==> src/spmg_pkg.sv <==
// Shared constants, derived sizes and the controller-to-datapath command type.
package spmg_pkg;

  localparam int DATA_W = 31;
  localparam int MULT_W = 15;
  localparam int PROD_W = DATA_W + MULT_W;

  localparam longint unsigned MODULUS = 64'd2147483647;
  localparam longint unsigned MULT    = 64'd16807;

  localparam int TABLE_DEPTH = 32;
  localparam int WARMUP      = 8;
  localparam int STEPS       = TABLE_DEPTH + WARMUP;
  localparam int ADDR_W      = (TABLE_DEPTH > 1) ? $clog2(TABLE_DEPTH) : 1;
  localparam int CNT_W       = $clog2(STEPS);

  // Index = previous result / DIVISOR, done as a multiply by RECIP and one correction.
  localparam longint unsigned DIVISOR = 64'd1 + (MODULUS - 64'd1) / TABLE_DEPTH;
  localparam longint unsigned RECIP   = (64'd1 << DATA_W) / DIVISOR + 64'd1;
  localparam int RECIP_W = $clog2(RECIP + 1);
  localparam int QMUL_W  = DATA_W + RECIP_W;
  localparam int Q_W     = $clog2(RECIP + TABLE_DEPTH + 1);

  localparam logic CMD_DRAW   = 1'b0;
  localparam logic CMD_RESEED = 1'b1;

  typedef struct packed {
    logic              load_seed;
    logic              mul;
    logic              red;
    logic              rd;
    logic              wr;
    logic              wr_init;
    logic [ADDR_W-1:0] init_addr;
    logic              div_from_lcg;
    logic              qmul_en;
    logic              idx_en;
    logic              out_load;
  } spmg_cmd_t;

endpackage

==> src/spmg_if.sv <==
// Request and response channel interfaces.
interface spmg_req_if;
  import spmg_pkg::*;
  logic              valid;
  logic              ready;
  logic              cmd;
  logic [DATA_W-1:0] seed;
  modport source (output valid, cmd, seed, input ready);
  modport sink (input valid, cmd, seed, output ready);
endinterface

interface spmg_rsp_if;
  import spmg_pkg::*;
  logic              valid;
  logic              ready;
  logic [DATA_W-1:0] deviate;
  modport source (output valid, deviate, input ready);
  modport sink (input valid, deviate, output ready);
endinterface

==> src/spmg_datapath.sv <==
// Generator state, modular multiplier, shuffle memory and index divider.
module spmg_datapath (
  input  logic                       clk,
  input  logic                       rst,
  input  spmg_pkg::spmg_cmd_t        ctl,
  input  logic [spmg_pkg::DATA_W-1:0] seed,
  output logic [spmg_pkg::DATA_W-1:0] deviate
);
  import spmg_pkg::*;

  logic [DATA_W-1:0] lcg;
  logic [PROD_W-1:0] prod;
  logic [DATA_W-1:0] rd_data;
  logic [DATA_W-1:0] shuf_mem [TABLE_DEPTH];
  logic [QMUL_W-1:0] qmul;
  logic [ADDR_W-1:0] idx;

  logic [DATA_W-1:0] seed_fixed;
  logic [DATA_W:0]   fold;
  logic [DATA_W-1:0] reduced;
  logic [DATA_W-1:0] div_x;
  logic [ADDR_W-1:0] wr_addr;
  logic [QMUL_W-1:0] qd;
  logic [Q_W-1:0]    q_est;
  logic [Q_W-1:0]    q_fix;
  logic [Q_W-1:0]    q_clamp;

  // A seed congruent to zero starts from one.
  assign seed_fixed = (seed == '0 || seed == DATA_W'(MODULUS)) ? DATA_W'(1) : seed;

  // Fold the high bits back in, since 2^31 = 1 modulo the modulus.
  assign fold    = {1'b0, prod[DATA_W-1:0]} + (DATA_W + 1)'(prod[PROD_W-1:DATA_W]);
  assign reduced = (fold >= (DATA_W + 1)'(MODULUS)) ?
                   DATA_W'(fold - (DATA_W + 1)'(MODULUS)) : fold[DATA_W-1:0];

  assign div_x   = ctl.div_from_lcg ? lcg : rd_data;
  assign wr_addr = ctl.wr_init ? ctl.init_addr : idx;

  // Estimate is exact or one high; drop it by one where it overshoots.
  assign q_est   = Q_W'(qmul[QMUL_W-1:DATA_W]);
  assign qd      = QMUL_W'(qmul[QMUL_W-1:DATA_W]) * QMUL_W'(DIVISOR);
  assign q_fix   = (qd > QMUL_W'(div_x)) ? q_est - Q_W'(1) : q_est;
  assign q_clamp = (q_fix >= Q_W'(TABLE_DEPTH)) ? Q_W'(TABLE_DEPTH - 1) : q_fix;

  always_ff @(posedge clk) begin
    if (rst) begin
      lcg <= DATA_W'(1);
    end else if (ctl.load_seed) begin
      lcg <= seed_fixed;
    end else if (ctl.red) begin
      lcg <= reduced;
    end
  end

  always_ff @(posedge clk) begin
    if (ctl.mul) begin
      prod <= PROD_W'(lcg) * PROD_W'(MULT);
    end
    if (ctl.qmul_en) begin
      qmul <= QMUL_W'(div_x) * QMUL_W'(RECIP);
    end
    if (ctl.idx_en) begin
      idx <= q_clamp[ADDR_W-1:0];
    end
    if (ctl.out_load) begin
      deviate <= rd_data;
    end
  end

  always_ff @(posedge clk) begin
    if (ctl.wr) begin
      shuf_mem[wr_addr] <= lcg;
    end
    if (ctl.rd) begin
      rd_data <= shuf_mem[idx];
    end
  end

endmodule

==> src/spmg_ctrl.sv <==
// Sequencer for seeding, table fill and draws, with the output valid flag.
module spmg_ctrl (
  input  logic                clk,
  input  logic                rst,
  input  logic                req_valid,
  input  logic                req_cmd,
  output logic                req_ready,
  output logic                rsp_valid,
  input  logic                rsp_ready,
  output spmg_pkg::spmg_cmd_t ctl
);
  import spmg_pkg::*;

  typedef enum logic [3:0] {
    IDLE,
    INIT_MUL,
    INIT_RED,
    INIT_WR,
    IDX_MUL,
    IDX_FIX,
    DRAW_MUL,
    DRAW_RED,
    DRAW_WR
  } state_t;

  state_t            state;
  logic [CNT_W-1:0]  step;
  logic              seeded;
  logic              accept;
  logic              slot_free;
  logic              in_table;

  assign req_ready = (state == IDLE);
  assign accept    = req_valid && req_ready;
  assign slot_free = !rsp_valid || rsp_ready;
  assign in_table  = (step < CNT_W'(TABLE_DEPTH));

  always_comb begin
    ctl = '0;
    ctl.init_addr = step[ADDR_W-1:0];
    case (state)
      IDLE: begin
        if (accept) begin
          if (req_cmd == CMD_RESEED) begin
            ctl.load_seed = 1'b1;
          end else if (seeded) begin
            ctl.mul = 1'b1;
            ctl.rd  = 1'b1;
          end
        end
      end
      INIT_MUL: ctl.mul = 1'b1;
      INIT_RED: ctl.red = 1'b1;
      INIT_WR: begin
        ctl.wr      = 1'b1;
        ctl.wr_init = 1'b1;
      end
      IDX_MUL: begin
        ctl.qmul_en      = 1'b1;
        ctl.div_from_lcg = 1'b1;
      end
      IDX_FIX: begin
        ctl.idx_en       = 1'b1;
        ctl.div_from_lcg = 1'b1;
      end
      DRAW_MUL: begin
        ctl.mul = 1'b1;
        ctl.rd  = 1'b1;
      end
      DRAW_RED: begin
        ctl.red     = 1'b1;
        ctl.qmul_en = 1'b1;
      end
      DRAW_WR: begin
        if (slot_free) begin
          ctl.wr       = 1'b1;
          ctl.idx_en   = 1'b1;
          ctl.out_load = 1'b1;
        end
      end
      default: ctl = '0;
    endcase
  end

  always_ff @(posedge clk) begin
    if (rst) begin
      state     <= IDLE;
      step      <= '0;
      seeded    <= 1'b0;
      rsp_valid <= 1'b0;
    end else begin
      if (rsp_valid && rsp_ready) begin
        rsp_valid <= 1'b0;
      end
      case (state)
        IDLE: begin
          if (accept) begin
            if (req_cmd == CMD_RESEED || !seeded) begin
              step  <= CNT_W'(STEPS - 1);
              state <= INIT_MUL;
            end else begin
              state <= DRAW_RED;
            end
          end
        end
        INIT_MUL: state <= INIT_RED;
        INIT_RED: begin
          if (in_table) begin
            state <= INIT_WR;
          end else begin
            step  <= step - CNT_W'(1);
            state <= INIT_MUL;
          end
        end
        INIT_WR: begin
          // The last fill value is table entry zero and becomes the previous result.
          if (step == '0) begin
            seeded <= 1'b1;
            state  <= IDX_MUL;
          end else begin
            step  <= step - CNT_W'(1);
            state <= INIT_MUL;
          end
        end
        IDX_MUL:  state <= IDX_FIX;
        IDX_FIX:  state <= DRAW_MUL;
        DRAW_MUL: state <= DRAW_RED;
        DRAW_RED: state <= DRAW_WR;
        DRAW_WR: begin
          // Hold until the output register is free.
          if (slot_free) begin
            rsp_valid <= 1'b1;
            state     <= IDLE;
          end
        end
        default: state <= IDLE;
      endcase
    end
  end

endmodule

==> src/shuffled_park_miller_generator_unit.sv <==
// Top level of the shuffled Park-Miller generator.
//
//   channel  dir  payload                     accepted when
//   req      in   cmd (1 b), seed (31 b)      req.valid && req.ready
//   rsp      out  deviate (31 b)              rsp.valid && rsp.ready
//
// A draw runs the multiply and memory read at acceptance, then the fold reduction, then the
// write-back that latches the next table index; the result is valid from the write-back on.
// A reseed, or the first draw after reset, runs 8 warm-up steps of multiply and reduction,
// 32 fill steps that also write the table, index multiply and correction, then a draw.
// Reset is synchronous; the generator state returns to one and the table is refilled
// on the next draw. A result held by a stalled rsp blocks only the next write-back.
module shuffled_park_miller_generator_unit (
  input logic       clk,
  input logic       rst,
  spmg_req_if.sink  req,
  spmg_rsp_if.source rsp
);
  import spmg_pkg::*;

  spmg_cmd_t ctl;

  spmg_ctrl u_ctrl (
    .clk       (clk),
    .rst       (rst),
    .req_valid (req.valid),
    .req_cmd   (req.cmd),
    .req_ready (req.ready),
    .rsp_valid (rsp.valid),
    .rsp_ready (rsp.ready),
    .ctl       (ctl)
  );

  spmg_datapath u_datapath (
    .clk     (clk),
    .rst     (rst),
    .ctl     (ctl),
    .seed    (req.seed),
    .deviate (rsp.deviate)
  );

endmodule
==> src/flat_wrapper.sv <==
// flat-port wrapper written by rule: the top's interface ports become plain ports
module shuffled_park_miller_generator_unit_flat import spmg_pkg::*;
  (clk, rst, req_valid, req_cmd, req_seed, req_ready, rsp_valid, rsp_deviate, rsp_ready);
  spmg_req_if req_i ();
  spmg_rsp_if rsp_i ();
  input logic clk;
  input logic rst;
  input wire logic [$bits(req_i.valid)-1:0] req_valid;
  input wire logic [$bits(req_i.cmd)-1:0] req_cmd;
  input wire logic [$bits(req_i.seed)-1:0] req_seed;
  output wire logic [$bits(req_i.ready)-1:0] req_ready;
  output wire logic [$bits(rsp_i.valid)-1:0] rsp_valid;
  output wire logic [$bits(rsp_i.deviate)-1:0] rsp_deviate;
  input wire logic [$bits(rsp_i.ready)-1:0] rsp_ready;
  assign req_i.valid = req_valid;
  assign req_i.cmd = req_cmd;
  assign req_i.seed = req_seed;
  assign req_ready = req_i.ready;
  assign rsp_valid = rsp_i.valid;
  assign rsp_deviate = rsp_i.deviate;
  assign rsp_i.ready = rsp_ready;
  shuffled_park_miller_generator_unit u_core (.clk(clk), .rst(rst), .req(req_i), .rsp(rsp_i));
endmodule
==> config.mk <==
export PLATFORM = sky130hd
export DESIGN_NAME = shuffled_park_miller_generator_unit_flat
export DESIGN_NICKNAME = d
export VERILOG_FILES = /design/src/spmg_pkg.sv /design/src/spmg_if.sv /design/src/spmg_datapath.sv /design/src/spmg_ctrl.sv /design/src/shuffled_park_miller_generator_unit.sv /design/src/flat_wrapper.sv
export SDC_FILE = /design/constraint.sdc
export NUM_CORES = 2
export LEC_CHECK = 0
export ABC_AREA = 0
export BUFFER_PORTS_ARGS = -buffer_cell sky130_fd_sc_hd__buf_4
export CORE_UTILIZATION = 45
export DETAILED_ROUTE_END_ITERATION = 7
export PLACE_DENSITY = 0.67
export REMOVE_ABC_BUFFERS = 1
export SYNTH_ARGS = -nofsm -noshare
export SYNTH_HDL_FRONTEND = slang
export SYNTH_SLANG_ARGS = --single-unit
==> constraint.sdc <==
create_clock -name clk -period 16.6 [get_ports clk]
set_input_delay 0.83 -clock clk [delete_from_list [all_inputs] [get_ports clk]]
set_output_delay 0.83 -clock clk [all_outputs]
set_load 0.01 [all_outputs]
==> impl_metrics.json <==
{
  "status": "completed",
  "dp_hpwl_mm": 84.3,
  "synthArstFlopShare_pct": 0,
  "yosysSeqAreaShare_pct": 62.6,
  "worstSkewPairLatency_ns": 0.72,
  "grt-ovfl-total": 0,
  "drt_iter0_drc": 2764,
  "utilization_pct": 51.3,
  "htree_levels": 3,
  "first_pass_iters": 5,
  "internal_power_w": 0.00589,
  "via_per_inst": 5.81,
  "antenna_found_initial": 5,
  "grt_pass1_vias": 29700,
  "cts_hold_buf": 0,
  "power_density_mw_per_mm2": 141,
  "path_cells": "buf_4 -> inv_1 -> fa_1 -> inv_1 -> ha_1 -> inv_1 -> fa_1 -> inv_1 -> fa_1 -> fa_1 -> inv_1 -> fa_1 -> inv_1 -> ha_1 -> a21oi_1 -> o21ai_0 -> a32o_1 -> or4_1 -> o221ai_1 -> o31ai_1 -> a41oi_1 -> or2_2 -> o21ai_0 -> xnor2_1",
  "final_common_cell": "edfxtp_1",
  "p_switching_w": 0.00279,
  "timing.critical_path.mode_cell": "inv_1",
  "gp_congestion": 0.882,
  "cts_root_buf": "clkbuf_16",
  "cp.required_ns": 17.04,
  "synth_area_sq_mm": 0.0547,
  "final.setup_skew_ns": 0.0617,
  "synth_edf_count": 1111,
  "grt_max_degree": 93,
  "die_height_um": 351,
  "fmax_mhz": 140,
  "min_path_cells": 2,
  "slew_viol_final": 0,
  "slowest_delay_ns": 0.56,
  "cts_tree": "built",
  "comb_power_share_pct": 29.3,
  "worst_path_max_delay_cell": "fa_1",
  "start_kind": "flip-flop",
  "cts_setup_buffers": 0,
  "clkPwrFrac_pct": 30.2,
  "min_period_over_period_pct": 43.1,
  "vias": 29200,
  "cts_buffer_depth": 3,
  "rows": 127,
  "pwr-share-seq_pct": 40.5,
  "drive_gt1_share_pct": 22.3,
  "crit_type": "reg2reg",
  "drtAntennaViolNets": 0,
  "hold_viol": 0,
  "wl_mm": 134,
  "max_slew.worst_pin.slew_ns": 1.24,
  "finalSetupViolCount": 0,
  "cts_buffers": 115,
  "drc": 0,
  "initial_core_util_pct": 45.5,
  "ys_seq_elements": 1154,
  "synth_ff_type": "edfxtp_1",
  "die_w_um": 351,
  "numClockSinks": 1154,
  "core_area_sq_mm": 0.120,
  "cts_resized": 0,
  "cp.arrival_ns": 7.59,
  "final_cell_mix": "edfxtp_1, inv_1, mux4_2",
  "synth.avg_cell_area_sq_um": 17.4,
  "yosysWarnings": 0,
  "grt_pass1_wl_mm": 199,
  "ios": 69,
  "hp-class": "in2reg",
  "grt_use_total_pct": 22.3,
  "die-area_sq_mm": 0.123,
  "num_antenna_cells": 0,
  "ir_worst_vdd_uv": 141,
  "maxCapViolCount": 0,
  "cp_max_fo": 40,
  "period_minus_slack_ns": 7.15,
  "slew-limit-headroom_pct": 15.2,
  "setup_tns_ns": 0,
  "postSynthCellCount": 3151,
  "ys_types": 73,
  "portBuffers": 68,
  "power.leakage_nw": 22.3,
  "wire_per_inst_um": 26.7,
  "rsz0062_at_grt": "no",
  "rr_worst_depth": 24,
  "clkTransAtPathRegs_ns": 0.06,
  "endpoint_kind": "flip-flop",
  "syn2layout_area_growth_pct": 12.6,
  "final_net_count": 3773,
  "sw_frac_of_total_pct": 32.1
}
flip-flops by register name, indices dropped and copies added, names as in the netlist:
| signal | cells |
|---|---|
| u_core.u_ctrl.rsp_valid | 1 |
| u_core.u_ctrl.seeded | 1 |
| u_core.u_ctrl.state | 4 |
| u_core.u_ctrl.step | 6 |
| u_core.u_datapath.deviate | 31 |
| u_core.u_datapath.idx | 5 |
| u_core.u_datapath.lcg | 31 |
| u_core.u_datapath.prod | 46 |
| u_core.u_datapath.qmul | 6 |
| u_core.u_datapath.rd_data | 31 |
| u_core.u_datapath.shuf_mem | 992 |
cell usage after synthesis, types with 6 or more instances:
master	instances	share of area, %
xor2_1	27	0.43
nor3_1	26	0.24
o21a_1	6	0.082
a21o_1	42	0.58
a22oi_1	8	0.11
a211oi_2	6	0.14
fa_1	134	4.9
buf_1	23	0.16
nand2_1	74	0.51
mux2i_1	9	0.16
and3_1	16	0.18
a21oi_1	85	0.78
mux2_2	58	1.2
nor2_1	105	0.72
nand3b_1	7	0.096
nand3_1	42	0.38
a221oi_1	16	0.26
o21ai_0	31	0.28
nor4_1	21	0.24
nand2b_1	14	0.16
or3_1	7	0.080
a211o_1	7	0.11
nand4_1	18	0.21
ha_1	285	6.5
clkbuf_1	76	0.52
nor2b_1	9	0.10
a211oi_1	44	0.60
edfxtp_1	1111	61
and2_1	10	0.11
xnor2_1	59	0.95
inv_1	321	2.2
mux4_2	310	13
dfxtp_1	43	1.6
a31oi_1	11	0.13
metrics by stage:
stage          worst slack, ns  cell area [sq um]  total power [W]  hold slack, ns  instances
6_report                  9.45              61600          0.00868           0.442       5026
5_1_grt                   8.99              61600          0.00919           0.443       5026
4_1_cts                   9.46              61600          0.00873           0.407       5026
3_5_place_dp              9.46              57800          0.00607           0.444       4813
3_3_place_gp              9.47              57800          0.00607           0.458       4813
2_1_floorplan             5.10              54300          0.00540           0.422       3046
worst max-delay path: cells and delay by family, from the launching register on:
family          cells  cell delay (ns)
flops               1             0.30
fa+ha+maj           7             3.20
xor+xnor            1             0.14
compound gates      7             1.88
simple gates        2             0.57
buf+inv             7             0.83
area by class of cell:
class                           count  area [sq um]
Sequential cell                  1154         34200
Inverter                          321          1200
Timing Repair Buffer              155          1190
Fill cell                        9705         58500
Multi-Input combinational cell   1571         19100
Tap cell                         1612          2020
Clock inverter                     76           788
Clock buffer                      137          3030
cell families (layout without fill, tap and decap cells):
kind of cell / count (synthesis) / in the layout / share of synthesized area (%)
AOI/OAI and AO/OA: 313 / 313 / 4.02
muxes: 377 / 377 / 14.1
and+or+nand+nor: 376 / 376 / 3.50
adders and majority gates: 419 / 419 / 11.4
buffers and inverters: 426 / 689 / 2.95
DFF: 1154 / 1154 / 62.6
xor gates and xnor gates: 86 / 86 / 1.38
power groups by stage:
stage                     clock network (W)  logic, W  registers [W]
final                               0.00262   0.00255        0.00352
after global routing                0.00276   0.00291        0.00352
after CTS                           0.00265   0.00256        0.00351
after detailed placement                  0   0.00250        0.00357
after global placement                    0   0.00250        0.00358
after floorplan                           0   0.00179        0.00361
layer usage:
| layer | up-vias | share of wire [%] | track usage [%] |
|---|---|---|---|
| met5 | - | 0 | 0 |
| met4 | 0 | 3.1 | 6.91 |
| met3 | 202 | 7.1 | 3.50 |
| met2 | 1071 | 48 | 36.1 |
| met1 | 15300 | 42 | 31.1 |
| li1 | 12700 | - | - |
worst paths after layout:
kind	startpoint	end	slack, ns
hold reg to reg	u_core.u_datapath.rd_data[7]$_DFFE_PP_	u_core.u_datapath.deviate[7]$_DFFE_PP_	0.47
setup reg to reg	u_core.u_datapath.lcg[15]$_SDFFE_PP0P_	u_core.u_datapath.prod[44]$_DFFE_PP_	9.45
setup / recovery	u_core.u_datapath.lcg[15]$_SDFFE_PP0P_	u_core.u_datapath.prod[44]$_DFFE_PP_	9.45
hold / removal	req_seed[1]	u_core.u_datapath.lcg[1]$_SDFFE_PP0P_	0.44
(Power assumes the default switching activity.)
